## src/rtl/packet_route_matcher_assert.svh

```systemverilog
// Assertion helpers used by the route matcher RTL.
`ifndef PACKET_ROUTE_MATCHER_ASSERT_SVH
`define PACKET_ROUTE_MATCHER_ASSERT_SVH

// Same-cycle implication, disabled while reset is high.
`define PRM_ASSERT_IMPLIES(label, clk, rst, ante, cons) \
  label: assert property (@(posedge clk) disable iff (rst) (ante) |-> (cons)) \
    else $error("packet_route_matcher: same-cycle check failed");

// Next-cycle implication, disabled while reset is high.
`define PRM_ASSERT_NEXT(label, clk, rst, ante, cons) \
  label: assert property (@(posedge clk) disable iff (rst) (ante) |=> (cons)) \
    else $error("packet_route_matcher: next-cycle check failed");

`endif

```

## src/rtl/prm_pkg.sv

```systemverilog
package prm_pkg;

  localparam int FLAG_W      = 16;
  localparam int TAG_W       = 32;
  localparam int COUNT_W     = 3;
  localparam int ROUTE_NUM_W = 2;
  localparam int MASK_REGS   = 4;
  localparam int CFG_DATA_W  = 16;

  localparam int NUM_ROUTES_DEFAULT = 4;
  localparam int FLAG_BITS_DEFAULT  = 16;

  typedef enum logic [2:0] {
    REG_ROUTE_COUNT = 3'd0,
    REG_MASK_ROUTE0 = 3'd1,
    REG_MASK_ROUTE1 = 3'd2,
    REG_MASK_ROUTE2 = 3'd3,
    REG_MASK_ROUTE3 = 3'd4
  } cfg_reg_t;

  typedef enum logic {
    STATUS_OK   = 1'b0,
    STATUS_DROP = 1'b1
  } status_t;

endpackage

```

## src/rtl/prm_if.sv

```systemverilog
interface prm_pkt_if;
  logic                       valid;
  logic                       ready;
  logic [prm_pkg::FLAG_W-1:0] flag_word;
  logic                       carries_source;
  logic [prm_pkg::TAG_W-1:0]  source_tag;

  modport source (output valid, output flag_word, output carries_source,
                  output source_tag, input ready);
  modport sink (input valid, input flag_word, input carries_source,
                input source_tag, output ready);
endinterface

interface prm_res_if;
  logic                            valid;
  logic                            ready;
  logic                            accepted;
  logic                            route_found;
  logic [prm_pkg::ROUTE_NUM_W-1:0] route_number;
  prm_pkg::status_t                drop_status;
  logic                            route_has_source;
  logic [prm_pkg::TAG_W-1:0]       route_source;

  modport source (output valid, output accepted, output route_found,
                  output route_number, output drop_status,
                  output route_has_source, output route_source, input ready);
  modport sink (input valid, input accepted, input route_found,
                input route_number, input drop_status,
                input route_has_source, input route_source, output ready);
endinterface

interface prm_cfg_if;
  logic                           valid;
  logic                           ready;
  prm_pkg::cfg_reg_t              index;
  logic [prm_pkg::CFG_DATA_W-1:0] data;

  modport source (output valid, output index, output data, input ready);
  modport sink (input valid, input index, input data, output ready);
endinterface

```

## src/rtl/packet_route_matcher.sv

```systemverilog
// Packet route matcher.
// Channels: packet (sink) takes a header of flags, a source-present bit and
// a source id; result (source) returns one item per packet with the accept
// decision, the matched route and that route's learned source state; cfg
// (sink) writes route_count and the four route masks and is always ready.
// A packet taken into the input register moves on once the skid entry is
// empty: into the result register, or into the skid entry if a result still
// waits there unpopped; results leave only from the result register.
// Throughput: one packet per cycle while the result side keeps up; the mask
// compare, first-match pick and per-route source check all sit between the
// input register and the result register.
// The result register is backed by a one-entry skid buffer, so a new packet
// is still taken while one result waits; packet.ready drops only once both
// hold results and the input register is also full.
// Reset clears the route count, masks, all learned route state and every
// valid flag; no sweep is needed, the block is ready on the first cycle.
// Configuration is meant to be written only while the block is idle.
`include "packet_route_matcher_assert.svh"

module packet_route_matcher #(
  parameter int NUM_ROUTES = prm_pkg::NUM_ROUTES_DEFAULT,
  parameter int FLAG_BITS  = prm_pkg::FLAG_BITS_DEFAULT
) (
  input logic      clk,
  input logic      rst,
  prm_pkt_if.sink  packet,
  prm_res_if.source result,
  prm_cfg_if.sink  cfg
);

  localparam int FLAG_W  = prm_pkg::FLAG_W;
  localparam int TAG_W   = prm_pkg::TAG_W;
  localparam int COUNT_W = prm_pkg::COUNT_W;
  localparam int RIDX_W  = (NUM_ROUTES > 1) ? $clog2(NUM_ROUTES) : 1;
  localparam int MASK_N  = (NUM_ROUTES < prm_pkg::MASK_REGS) ? NUM_ROUTES
                                                            : prm_pkg::MASK_REGS;
  localparam int CMP_W   = (FLAG_BITS < FLAG_W) ? FLAG_BITS : FLAG_W;
  localparam logic [FLAG_W-1:0] FLAG_KEEP = {FLAG_W{1'b1}} >> (FLAG_W - CMP_W);

  typedef struct packed {
    logic                            accepted;
    logic                            route_found;
    logic [prm_pkg::ROUTE_NUM_W-1:0] route_number;
    prm_pkg::status_t                drop_status;
    logic                            route_has_source;
    logic [TAG_W-1:0]                route_source;
  } res_t;

  // Configuration registers.
  logic [COUNT_W-1:0] route_count;
  logic [FLAG_W-1:0]  mask [MASK_N];
  logic [FLAG_W-1:0]  route_mask [NUM_ROUTES];

  // Per-route learned state.
  logic [NUM_ROUTES-1:0] stream_started;
  logic [NUM_ROUTES-1:0] source_known;
  logic [TAG_W-1:0]      learned_source [NUM_ROUTES];

  // Input register.
  logic              s1_valid;
  logic [FLAG_W-1:0] s1_flags;
  logic              s1_carries;
  logic [TAG_W-1:0]  s1_tag;

  // Result register and skid entry.
  logic out_valid;
  res_t out_res;
  logic skid_valid;
  res_t skid_res;

  logic                  pkt_take;
  logic                  s1_fire;
  logic                  res_pop;
  logic [NUM_ROUTES-1:0] match;
  logic                  found;
  logic [RIDX_W-1:0]     hit;
  logic                  sel_known;
  logic                  sel_started;
  logic [TAG_W-1:0]      sel_source;
  logic                  ok;
  logic                  learn;
  logic                  start;
  logic                  known_after;
  logic [TAG_W-1:0]      source_after;
  res_t                  new_res;

  for (genvar r = 0; r < NUM_ROUTES; r++) begin : g_route
    if (r < MASK_N) begin : g_reg
      assign route_mask[r] = mask[r];
    end else begin : g_open
      // Routes past the mask registers match every packet.
      assign route_mask[r] = '0;
    end
    assign match[r] = (COUNT_W'(r) < route_count) &&
                      ((route_mask[r] & FLAG_KEEP & ~s1_flags) == '0);
  end

  assign s1_fire      = s1_valid && !skid_valid;
  assign packet.ready = !s1_valid || !skid_valid;
  assign pkt_take     = packet.valid && packet.ready;
  assign res_pop      = out_valid && result.ready;
  assign cfg.ready    = 1'b1;

  always_comb begin
    found = 1'b0;
    hit   = '0;
    for (int r = NUM_ROUTES - 1; r >= 0; r--) begin
      if (match[r]) begin
        found = 1'b1;
        hit   = RIDX_W'(r);
      end
    end
  end

  always_comb begin
    sel_known   = source_known[hit];
    sel_started = stream_started[hit];
    sel_source  = learned_source[hit];
    ok    = 1'b0;
    learn = 1'b0;
    start = 1'b0;
    if (s1_carries) begin
      if (sel_known) begin
        ok = (sel_source == s1_tag);
      end else if (!sel_started) begin
        learn = 1'b1;
        start = 1'b1;
        ok    = 1'b1;
      end
    end else if (!sel_known) begin
      start = 1'b1;
      ok    = 1'b1;
    end
    known_after  = sel_known || learn;
    source_after = learn ? s1_tag : sel_source;

    new_res = '0;
    new_res.drop_status = prm_pkg::STATUS_DROP;
    if (found) begin
      new_res.accepted         = ok;
      new_res.route_found      = 1'b1;
      new_res.route_number     = prm_pkg::ROUTE_NUM_W'(hit);
      new_res.drop_status      = ok ? prm_pkg::STATUS_OK : prm_pkg::STATUS_DROP;
      new_res.route_has_source = known_after;
      new_res.route_source     = known_after ? source_after : '0;
    end
  end

  always_ff @(posedge clk) begin
    if (rst) begin
      route_count    <= '0;
      stream_started <= '0;
      source_known   <= '0;
      s1_valid       <= 1'b0;
      out_valid      <= 1'b0;
      skid_valid     <= 1'b0;
      for (int i = 0; i < MASK_N; i++) begin
        mask[i] <= '0;
      end
      for (int i = 0; i < NUM_ROUTES; i++) begin
        learned_source[i] <= '0;
      end
    end else begin
      if (cfg.valid) begin
        unique case (cfg.index) inside
          prm_pkg::REG_ROUTE_COUNT: begin
            route_count <= cfg.data[COUNT_W-1:0];
          end
          prm_pkg::REG_MASK_ROUTE0, prm_pkg::REG_MASK_ROUTE1,
          prm_pkg::REG_MASK_ROUTE2, prm_pkg::REG_MASK_ROUTE3: begin
            for (int i = 0; i < MASK_N; i++) begin
              if (cfg.index == prm_pkg::cfg_reg_t'(prm_pkg::REG_MASK_ROUTE0 + 3'(i))) begin
                mask[i] <= cfg.data;
              end
            end
          end
          default: begin
          end
        endcase
      end

      if (s1_fire && found) begin
        if (start) begin
          stream_started[hit] <= 1'b1;
        end
        if (learn) begin
          source_known[hit]   <= 1'b1;
          learned_source[hit] <= s1_tag;
        end
      end

      if (pkt_take) begin
        s1_valid <= 1'b1;
      end else if (s1_fire) begin
        s1_valid <= 1'b0;
      end

      if (skid_valid) begin
        if (res_pop) begin
          skid_valid <= 1'b0;
        end
      end else if (s1_fire) begin
        if (out_valid && !res_pop) begin
          skid_valid <= 1'b1;
        end else begin
          out_valid <= 1'b1;
        end
      end else if (res_pop) begin
        out_valid <= 1'b0;
      end
    end
  end

  // Payload registers carry no reset.
  always_ff @(posedge clk) begin
    if (pkt_take) begin
      s1_flags   <= packet.flag_word;
      s1_carries <= packet.carries_source;
      s1_tag     <= packet.source_tag;
    end
    if (skid_valid) begin
      if (res_pop) begin
        out_res <= skid_res;
      end
    end else if (s1_fire) begin
      if (out_valid && !res_pop) begin
        skid_res <= new_res;
      end else begin
        out_res <= new_res;
      end
    end
  end

  assign result.valid            = out_valid;
  assign result.accepted         = out_res.accepted;
  assign result.route_found      = out_res.route_found;
  assign result.route_number     = out_res.route_number;
  assign result.drop_status      = out_res.drop_status;
  assign result.route_has_source = out_res.route_has_source;
  assign result.route_source     = out_res.route_source;

  // The skid entry is only used behind a full result register.
  `PRM_ASSERT_IMPLIES(a_skid_behind_out, clk, rst, skid_valid, out_valid)
  // A route that learned a source id has also started its stream.
  `PRM_ASSERT_IMPLIES(a_known_started, clk, rst, 1'b1, (source_known & ~stream_started) == '0)
  // A learned source id is never forgotten outside reset.
  `PRM_ASSERT_NEXT(a_known_sticky, clk, rst, 1'b1,
                   (source_known & $past(source_known)) == $past(source_known))
  // An accepted packet always has a route and an ok status.
  `PRM_ASSERT_IMPLIES(a_accept_has_route, clk, rst, out_valid && out_res.accepted,
                      out_res.route_found && out_res.drop_status == prm_pkg::STATUS_OK)

endmodule

```

## src/flat_wrapper.sv

```systemverilog
// flat-port wrapper written by rule: the top's interface ports become plain ports
module packet_route_matcher_flat 
#(
  parameter int NUM_ROUTES = prm_pkg::NUM_ROUTES_DEFAULT,
  parameter int FLAG_BITS  = prm_pkg::FLAG_BITS_DEFAULT
)
  (clk, rst, packet_valid, packet_flag_word, packet_carries_source, packet_source_tag, packet_ready, result_valid, result_accepted, result_route_found, result_route_number, result_drop_status, result_route_has_source, result_route_source, result_ready, cfg_valid, cfg_index, cfg_data, cfg_ready);
  prm_pkt_if packet_i ();
  prm_res_if result_i ();
  prm_cfg_if cfg_i ();
  input logic clk;
  input logic rst;
  input wire logic [$bits(packet_i.valid)-1:0] packet_valid;
  input wire logic [$bits(packet_i.flag_word)-1:0] packet_flag_word;
  input wire logic [$bits(packet_i.carries_source)-1:0] packet_carries_source;
  input wire logic [$bits(packet_i.source_tag)-1:0] packet_source_tag;
  output wire logic [$bits(packet_i.ready)-1:0] packet_ready;
  output wire logic [$bits(result_i.valid)-1:0] result_valid;
  output wire logic [$bits(result_i.accepted)-1:0] result_accepted;
  output wire logic [$bits(result_i.route_found)-1:0] result_route_found;
  output wire logic [$bits(result_i.route_number)-1:0] result_route_number;
  output wire logic [$bits(result_i.drop_status)-1:0] result_drop_status;
  output wire logic [$bits(result_i.route_has_source)-1:0] result_route_has_source;
  output wire logic [$bits(result_i.route_source)-1:0] result_route_source;
  input wire logic [$bits(result_i.ready)-1:0] result_ready;
  input wire logic [$bits(cfg_i.valid)-1:0] cfg_valid;
  input wire logic [$bits(cfg_i.index)-1:0] cfg_index;
  input wire logic [$bits(cfg_i.data)-1:0] cfg_data;
  output wire logic [$bits(cfg_i.ready)-1:0] cfg_ready;
  assign packet_i.valid = packet_valid;
  assign packet_i.flag_word = packet_flag_word;
  assign packet_i.carries_source = packet_carries_source;
  assign packet_i.source_tag = packet_source_tag;
  assign packet_ready = packet_i.ready;
  assign result_valid = result_i.valid;
  assign result_accepted = result_i.accepted;
  assign result_route_found = result_i.route_found;
  assign result_route_number = result_i.route_number;
  assign result_drop_status = result_i.drop_status;
  assign result_route_has_source = result_i.route_has_source;
  assign result_route_source = result_i.route_source;
  assign result_i.ready = result_ready;
  assign cfg_i.valid = cfg_valid;
  assign cfg_i.index = cfg_index;
  assign cfg_i.data = cfg_data;
  assign cfg_ready = cfg_i.ready;
  packet_route_matcher #(.NUM_ROUTES(NUM_ROUTES), .FLAG_BITS(FLAG_BITS)) u_core (.clk(clk), .rst(rst), .packet(packet_i), .result(result_i), .cfg(cfg_i));
endmodule
```

## config.mk

```make
export PLATFORM = sky130hd
export DESIGN_NAME = packet_route_matcher_flat
export DESIGN_NICKNAME = d
export VERILOG_FILES = /design/src/rtl/prm_pkg.sv /design/src/rtl/prm_if.sv /design/src/rtl/packet_route_matcher.sv /design/src/flat_wrapper.sv
export VERILOG_INCLUDE_DIRS = /design/src /design/src/rtl
export SDC_FILE = /design/constraint.sdc
export NUM_CORES = 1
export LEC_CHECK = 0
export BUFFER_PORTS_ARGS = -buffer_cell sky130_fd_sc_hd__buf_4
export CAP_MARGIN = 40
export CORE_MARGIN = 4
export CORE_UTILIZATION = 60
export CTS_BUF_LIST = sky130_fd_sc_hd__clkbuf_4
export DETAILED_ROUTE_END_ITERATION = 12
export PLACE_DENSITY = 0.9
export SETUP_SLACK_MARGIN = 0.5
export SLEW_MARGIN = 40
export SYNTH_ARGS = -nofsm -noshare
export SYNTH_HDL_FRONTEND = slang
export SYNTH_SLANG_ARGS = --single-unit
```

## constraint.sdc

```tcl
create_clock -name clk -period 5.68 [get_ports clk]
set_input_delay 1.136 -clock clk [delete_from_list [all_inputs] [get_ports clk]]
set_output_delay 1.136 -clock clk [all_outputs]
set_load 0.02 [all_outputs]
```

==> results of run 1 <==
-- sequential cells by signal, summed over array words and instances (netlist names), 2 cells and up --
register / cells
u_core.learned_source: 128
u_core.result.route_source: 32
u_core.s1_tag: 32
u_core.route_count: 3
u_core.skid_res: 38
u_core.s1_flags: 16
u_core.result.route_number: 2
u_core.source_known: 4
u_core.mask: 64
u_core.stream_started: 4
-- how the worst max path moves through the flow --
stage	startpoint	end	slack [ns]	cells after the start
floorplan	result_ready	u_core.skid_res[0]$_DFFE_PP_	1.22	1
global placement	u_core.s1_flags[10]$_DFFE_PP_	u_core.learned_source[1][29]$_SDFFCE_PN0P_	1.12	12
detailed placement	u_core.mask[0][36]$_SDFFCE_PN0P_	u_core.learned_source[1][31]$_SDFFCE_PN0P_	0.95	12
CTS	u_core.mask[0][36]$_SDFFCE_PN0P_	u_core.learned_source[1][15]$_SDFFCE_PN0P_	0.88	12
global route	u_core.mask[0][36]$_SDFFCE_PN0P_	u_core.learned_source[1][31]$_SDFFCE_PN0P_	0.52	13
finish	u_core.mask[0][36]$_SDFFCE_PN0P_	u_core.learned_source[1][6]$_SDFFCE_PN0P_	0.77	12
-- routing by layer --
metal  part of all wire, %  vias to the layer above  global-route usage [%]
met1                    36                     5274                    37.7
met3                    14                      126                    7.25
met5                     0                        -                       0
li1                      -                     4933                       -
met4                   3.5                        0                    11.4
met2                    47                      913                    44.8
-- power breakdown --
group / total [W] / switching (W) / internal [W]
Combinational: 0.000330 / 0.000211 / 0.000119
Sequential: 0.00283 / 0.0000606 / 0.00277
Clock: 0.00199 / 0.000966 / 0.00103
-- per-stage QoR --
| step | total power (W) | std cells |
|---|---|---|
| 6_report | 0.00515 | 1756 |
| 5_1_grt | 0.00534 | 1756 |
| 4_1_cts | 0.00516 | 1753 |
| 3_5_place_dp | 0.00320 | 1607 |
| 3_3_place_gp | 0.00318 | 1606 |
| 2_1_floorplan | 0.00303 | 1219 |
-- cell families (layout without fill, tap and decap cells) --
kind of cell,count (synthesis),after routing,synth area share [%]
muxes,11,11,0.755
other,1,2,0.0249
and+or+nand+nor,477,477,16.7
xor gates and xnor gates,12,12,0.697
AOI/OAI and AO/OA,253,253,13.1
buffers and inverters,134,346,3.80
DFF,331,331,64.9
-- cells in the mapped netlist, drive strengths merged (7+ instances only) --
cell | n | area, um2
and3 | 27 | 169
mux2i | 8 | 80.1
edfxtp | 317 | 9520
xor2 | 7 | 61.3
o31a | 7 | 61.3
nor3 | 26 | 130
o221ai | 16 | 146
a2bb2oi | 8 | 70.1
a21oi | 51 | 255
o2bb2ai | 11 | 96.3
dfxtp | 14 | 280
a2111o | 9 | 101
or4 | 8 | 71.3
nand3 | 13 | 75.1
o22ai | 12 | 88.8
and2 | 108 | 676
a221oi | 8 | 76.3
nor2b | 32 | 200
nor2 | 137 | 538
o211ai | 10 | 75.1
nand2 | 80 | 303
o31ai | 34 | 255
nor4 | 16 | 151
a2111oi | 20 | 198
o21ai | 14 | 73.8
o32a | 9 | 90.1
clkbuf | 45 | 169
buf | 30 | 183
inv | 59 | 221
-- worst reg2reg max path: stages, from the launching register on --
cell and delay (ns):
edfxtp_1 0.36, nor2b_1 0.16, a2111oi_0 0.74, nand3_2 0.50
o22ai_4 0.44, o21ai_2 0.31, a2111oi_4 0.51, nand3_2 0.15
nor4_4 0.28, buf_4 0.25, and2b_1 0.16, or2_2 0.27
buf_4 0.39
-- area by class of cell --
| type | count | area, um2 | share of cell area [%] |
|---|---|---|---|
| multi-input combinational | 754 | 4770 | 27.6 |
| clock buffer | 113 | 848 | 4.90 |
| tap | 324 | 405 | 2.34 |
| sequential | 331 | 9800 | 56.6 |
| antenna | 1 | 2.50 | 0.0144 |
| timing repair buffer | 141 | 1070 | 6.19 |
| inverter | 59 | 221 | 1.28 |
| clock inverter | 33 | 204 | 1.18 |
==> results.cfg, run 1 <==
[outcome]
status = complete, no violations

[clocking]
htree_levels = 3
clk_latency_ns = 0.75
clock_sinks = 331
clkTransAtPathRegs_ns = 0.07
clock_path_buffers = 3
cts_tree = done
cts_buffers = 83
cts.repair.resized = 0
clock-root-buffer = clkbuf_4
cts_setup_buffers = 0
ctsHoldBuffers = 0

[setup_path]
r2r_slack_ns = 0.77
slowest_delay_ns = 0.74
end_kind = flop
critPathTopFamily = compound AO/OA/AOI/OAI gates
crit_fanout = 23
timing.rr.end = u_core.learned_source[1][6]$_SDFFCE_PN0P_
reg2reg_from = u_core.mask[0][36]$_SDFFCE_PN0P_
criticalPathCategory = reg -> reg
worstSetupStartpointType = flop
crit_required_ns = 6.05
path_buf_inv = 2
path_cells = nor2b_1 > a2111oi_0 > nand3_2 > o22ai_4 > o21ai_2 > a2111oi_4 > nand3_2 > nor4_4 > buf_4 > and2b_1 > or2_2 > buf_4
crit_slowest_cell = a2111oi_0
worstRegToRegCells = 12
arrival_ns = 5.28

[power_and_ir_drop]
power_leakage_nw = 6.58
p_per_area_nw_per_um2 = 297
irDropWorstVdd_mv = 0.209

[finish]
layout_common_cells = edfxtp_1, buf_4, nor2_1
layout_commonest_cell = edfxtp_1
drive_above_1_share_pct = 21.6
fill_cells = 1662
fin_area_um2 = 17300
nets = 1443
area_growth_pct = 14.8
fin_util_pct = 70.6

[run]
cap_violations = 0

[placement]
place.port_buffers = 112
pre_cts_ws_ns = 0.952
gp_congestion = 0.926
dp_hpwl_mm = 26.3
post_dp_cell_area_um2 = 16300

[synth]
synth_cell_type_count = 81
async_flop_share_pct = 0
syn_avg_cell_area_um2 = 12.4
synth_fp_nets = 1292
synth_ff_type = edfxtp_1
synth_warnings = 0
ys_ff_latch = 331
synth_cells = 1219
synth_area_um2 = 15100
yosysSeqAreaShare_pct = 64.9
synth-edff-count = 317

[timing]
hold_violations = 0
fin_ws_ns = 0.769
drv_slew = 0
skew_ns = 0.0541
finalCritPeriodShare_pct = 86.5
worst_slew_pin_slew_ns = 0.961
final.setup.tns_ns = 0
period_minus_slack_ns = 4.91
whs_ns = 0.483
setup_viol_count_final = 0
slew_headroom_pct = 35.8
fmax_mhz = 204
grt_setup_unrepaired = false

[global_routing]
gr-total-overflow = 0
grt_usage_pct = 28.2
grt_pass1_vias = 11000
grt_max_degree = 80
grt_pass1_wl_mm = 61.3
antenna_found_initial = 1

[die]
die_x_um = 167
io_pins = 114
row_count = 57
dieArea_um2 = 27800
initial_core_util_pct = 61.5
fp.dieH_um = 167
core_um2 = 24500

[route]
dr_total_vias = 11200
wl_per_cell_um = 22.7
first_pass_iters = 6
remaining_drc_errors = 0
wl_mm = 39.9
drtIter0Drc = 1527
viasPerCell = 6.40
postRouteAntennaNets = 0

[worst_hold_path]
hold_start = u_core.stream_started[2]$_SDFFE_PP0P_
min_path_type = reg -> reg
hold_path_end = u_core.stream_started[2]$_SDFFE_PP0P_
min_path_cells = 2
Note: power is estimated with default switching activity, not from simulation.
==> run 2, diff against run 1 <==
BUFFER_PORTS_ARGS = unset   (was -buffer_cell sky130_fd_sc_hd__buf_4)
DONT_BUFFER_PORTS = 1   (was unset)
PLACE_DENSITY = 0.86   (was 0.9)
==> results.cfg, run 2 (synthesis results as in run 1) <==
[die]
fp.dieH_um = 167
io_pins = 114
dieArea_um2 = 27800
row_count = 57
initial_core_util_pct = 61.5
die_x_um = 167
core_um2 = 24500

[setup_path]
r2r_slack_ns = 0.81
slowest_delay_ns = 0.68
path_cells = nor2b_1 > a2111o_1 > or4_4 > nor2_8 > o21ai_2 > a22oi_1 > nand3_2 > nor4_4 > buf_4 > nand2_1 > nand2_1 > buf_4
criticalPathCategory = reg -> reg
critPathTopFamily = simple AND/OR/NAND/NOR gates
end_kind = flop
arrival_ns = 5.25
worstSetupStartpointType = flop
path_buf_inv = 2
crit_slowest_cell = or4_4
crit_required_ns = 6.06
crit_fanout = 49

[finish]
largest_reg_flops = 128
final_cells = 1650
largest_register = u_core.learned_source
reg_top3 = u_core.learned_source (128), u_core.mask (64), u_core.skid_res (38)
area_growth_pct = 9.48
layout_common_cells = edfxtp_1, nor2_1, clkbuf_4
drive_above_1_share_pct = 15.0
layout_commonest_cell = edfxtp_1
nets = 1332

[clocking]
htree_levels = 3
cts_buffers = 83
clkTransAtPathRegs_ns = 0.07
clock_sinks = 331
clock-root-buffer = clkbuf_4
clk_latency_ns = 0.71
ctsHoldBuffers = 0
clock_path_buffers = 3
cts_setup_buffers = 0
cts.repair.resized = 0
cts_tree = done

[placement]
dp_hpwl_mm = 25.8
gp_congestion = 0.948
place.port_buffers = 0
placedCellCount = 1498

[timing]
skew_ns = 0.0518
finalCritPeriodShare_pct = 85.7
hold_violations = 0
worst_slew_pin_slew_ns = 0.882
grt_setup_unrepaired = false
drv_slew = 0
fmax_mhz = 205
period_minus_slack_ns = 4.87
final.setup.tns_ns = 0
slew_headroom_pct = 41.2
setup_viol_count_final = 0

[global_routing]
gr-total-overflow = 0
grt_pass1_wl_mm = 58.6
grt_usage_pct = 27.0
grt_pass1_vias = 10300
antenna_found_initial = 7
grt_max_degree = 80

[route]
viasPerCell = 6.40
first_pass_iters = 7
dr_total_vias = 10600
remaining_drc_errors = 0
wl_mm = 38.3
wl_per_cell_um = 23.2
postRouteAntennaNets = 0
drtIter0Drc = 1464

[power_and_ir_drop]
power_leakage_nw = 6.05
irDropWorstVdd_mv = 0.207
p_per_area_nw_per_um2 = 306

[run]
cap_violations = 0

[outcome]
status = complete, no violations

[worst_hold_path]
min_path_type = reg -> reg
==> run 2: changes by cell type in the layout (fill, tap and decap cells not counted), moves of 3 or more <==
cell / previous run / this run
clkinv_1: 20 / 17
buf_4: 138 / 27
clkinvlp_4: 0 / 4
clkbuf_4: 113 / 122
diode_2: 1 / 4
clkinv_2: 6 / 1
==> run 2: final timing paths <==
path | startpoint | end | depth (start not counted)
worst min register to register | u_core.source_known[1]$_SDFFE_PP0P_ | u_core.source_known[1]$_SDFFE_PP0P_ | 1
worst max-delay path | u_core.mask[0][31]$_SDFFCE_PN0P_ | u_core.learned_source[0][12]$_SDFFCE_PN0P_ | 12
worst min-delay path | u_core.source_known[1]$_SDFFE_PP0P_ | u_core.source_known[1]$_SDFFE_PP0P_ | 1
worst max register to register | u_core.mask[0][31]$_SDFFCE_PN0P_ | u_core.learned_source[0][12]$_SDFFCE_PN0P_ | 12
==> run 2: cell type report <==
cell class	instances	area, um2
antenna	4	10.0
clock buffer	122	916
clock inverter	26	140
fill	1728	8010
inverter	59	221
multi-input combinational	754	4760
sequential	331	9800
tap	324	405
timing repair buffer	30	262
==> run 2: per-stage QoR <==
step	setup slack [ns]	total power, W	hold slack (ns)	cell area, um2	util [%]
floorplan	1.22	0.00303	0.427	15100	-
detailed placement	0.861	0.00313	0.443	15400	63.0
CTS	0.830	0.00509	0.455	16500	67.3
finish	0.811	0.00506	0.460	16500	67.3
global route	0.529	0.00526	0.456	16500	67.3
global placement	1.06	0.00311	0.441	15400	62.7
==> run 2: worst register-to-register path: stages (launching register included) <==
cell	delay [ns]
edfxtp_1	0.35
nor2b_1	0.15
a2111o_1	0.49
or4_4	0.68
nor2_8	0.41
o21ai_2	0.32
a22oi_1	0.49
nand3_2	0.21
nor4_4	0.32
buf_4	0.50
nand2_1	0.23
nand2_1	0.16
buf_4	0.26
==> run 2: power breakdown <==
group | total [W] | internal (W) | leakage [nW] | switching (W)
sequential | 0.00285 | 0.00277 | 3.25 | 0.0000763
clock | 0.00197 | 0.00103 | 0.619 | 0.000942
combinational | 0.000236 | 0.0000736 | 2.17 | 0.000163
==> run 2: per-layer routing <==
metal | vias up | global-route usage, % | routed length (um)
li1 | 4698 | - | -
met1 | 5027 | 35.4 | 14500
met2 | 734 | 41.5 | 17700
met3 | 102 | 10.3 | 5060
met4 | 6 | 9.78 | 1080
met5 | - | 0 | 38
==> run 3, diff against run 2 <==
CTS_BUF_LIST = unset   (was sky130_fd_sc_hd__clkbuf_4)
==> results.cfg, run 3 (synthesis results as in run 1) <==
[finish]
fin_util_pct = 67.6
nets = 1284
largest_register = u_core.learned_source
reg_top3 = u_core.learned_source (128), u_core.mask (64), u_core.skid_res (38)
area_growth_pct = 9.84
drive_above_1_share_pct = 9.39
largest_reg_flops = 128
fill_cells = 1714
layout_common_cells = edfxtp_1, nor2_1, and2_1
layout_commonest_cell = edfxtp_1

[outcome]
status = complete, no violations

[route]
first_pass_iters = 8
dr_total_vias = 10300
postRouteAntennaNets = 0
viasPerCell = 6.59
remaining_drc_errors = 0
wl_mm = 38.0
wl_per_cell_um = 24.3
drtIter0Drc = 1583

[placement]
gp_congestion = 0.948
pre_cts_ws_ns = 0.861
place.port_buffers = 0
dp_hpwl_mm = 25.8

[clocking]
ctsHoldBuffers = 0
clk_latency_ns = 0.51
clock_sinks = 331
cts.repair.resized = 0
htree_levels = 2
cts_tree = done
cts_setup_buffers = 0
clock-root-buffer = clkbuf_16
clkTransAtPathRegs_ns = 0.06
clock_path_buffers = 3
cts_buffers = 35

[timing]
fin_ws_ns = 0.836
skew_ns = 0.0130
period_minus_slack_ns = 4.84
setup_viol_count_final = 0
finalCritPeriodShare_pct = 85.3
drv_slew = 0
hold_violations = 0
worst_slew_pin_slew_ns = 0.801
fmax_mhz = 206
grt_setup_unrepaired = false
final.setup.tns_ns = 0
slew_headroom_pct = 46.6

[setup_path]
worstSetupStartpointType = flop
reg2reg_from = u_core.mask[0][31]$_SDFFCE_PN0P_
timing.rr.end = u_core.learned_source[0][17]$_SDFFCE_PN0P_
crit_required_ns = 5.88
end_kind = flop
criticalPathCategory = reg -> reg
arrival_ns = 5.04
crit_fanout = 49
worstRegToRegCells = 12
r2r_slack_ns = 0.84

[global_routing]
grt_max_degree = 80
grt_pass1_wl_mm = 58.2
antenna_found_initial = 5
grt_pass1_vias = 9935
grt_usage_pct = 26.6
gr-total-overflow = 0

[die]
core_um2 = 24500
fp.dieH_um = 167
dieArea_um2 = 27800
die_x_um = 167
initial_core_util_pct = 61.5
row_count = 57
io_pins = 114

[worst_hold_path]
hold_start = u_core.source_known[1]$_SDFFE_PP0P_
hold_path_end = u_core.source_known[1]$_SDFFE_PP0P_
min_path_cells = 1
min_path_type = reg -> reg

[power_and_ir_drop]
power_leakage_nw = 5.97
power.total_w = 0.00530
p_per_area_nw_per_um2 = 320
irDropWorstVdd_mv = 0.255

[run]
cap_violations = 0
[run 3: per-layer routing]
metal / wire [um] / vias to the layer above / track usage (%)
li1: - / 4547 / -
met1: 14300 / 4927 / 36.8
met2: 17500 / 724 / 41.6
met3: 5110 / 102 / 8.30
met4: 1090 / 6 / 7.26
met5: 46 / - / 0
[run 3: final cells by class]
cell class / count / area [um2] / share of cell area, %
multi-input cells: 754 / 4760 / 28.7
clock buffers: 50 / 1000 / 6.06
repair buffers: 30 / 262 / 1.58
diodes: 3 / 7.51 / 0.0453
clock inverters: 12 / 109 / 0.657
inverters: 59 / 221 / 1.34
flip-flops and latches: 331 / 9800 / 59.1
well taps: 324 / 405 / 2.45
[run 3: where the power goes]
part | switching, W | leakage [nW] | internal (W) | total (W)
clock | 0.000896 | 0.546 | 0.00132 | 0.00222
sequential | 0.0000771 | 3.25 | 0.00277 | 0.00285
combinational | 0.000162 | 2.17 | 0.0000736 | 0.000236
total | 0.00114 | 5.97 | 0.00417 | 0.00530
[run 3: critical path: stages, from the launching register on]
cell and delay [ns]:
edfxtp_1 0.35, nor2b_1 0.15, a2111o_1 0.48, or4_4 0.68, nor2_8 0.40, o21ai_2 0.31, a2111oi_4 0.50, nand3_2 0.16
nor4_4 0.30, buf_4 0.52, nand2_1 0.23, nand2_1 0.16, buf_4 0.26
[run 3: per-stage QoR]
stage	hold WS [ns]	std cells	area, um2
2_1_floorplan	0.427	1219	15100
3_3_place_gp	0.441	1496	15400
3_5_place_dp	0.443	1498	15400
4_1_cts	0.457	1560	16600
5_1_grt	0.483	1562	16600
6_report	0.458	1563	16600
[run 3: worst max-delay path by stage]
stage                                           startpoint                                          to  slack (ns)
after global routing         u_core.s1_flags[10]$_DFFE_PP_     u_core.result.route_source[3]$_DFFE_PP_        0.56
after detailed placement  u_core.mask[0][36]$_SDFFCE_PN0P_     u_core.result.route_source[3]$_DFFE_PP_        0.86
after floorplan                               result_ready                u_core.skid_res[0]$_DFFE_PP_        1.22
after global placement        u_core.s1_flags[2]$_DFFE_PP_               u_core.skid_res[33]$_DFFE_PP_        1.06
final                     u_core.mask[0][31]$_SDFFCE_PN0P_  u_core.learned_source[0][17]$_SDFFCE_PN0P_        0.84
after CTS                     u_core.s1_flags[0]$_DFFE_PP_     u_core.result.route_source[3]$_DFFE_PP_        0.83
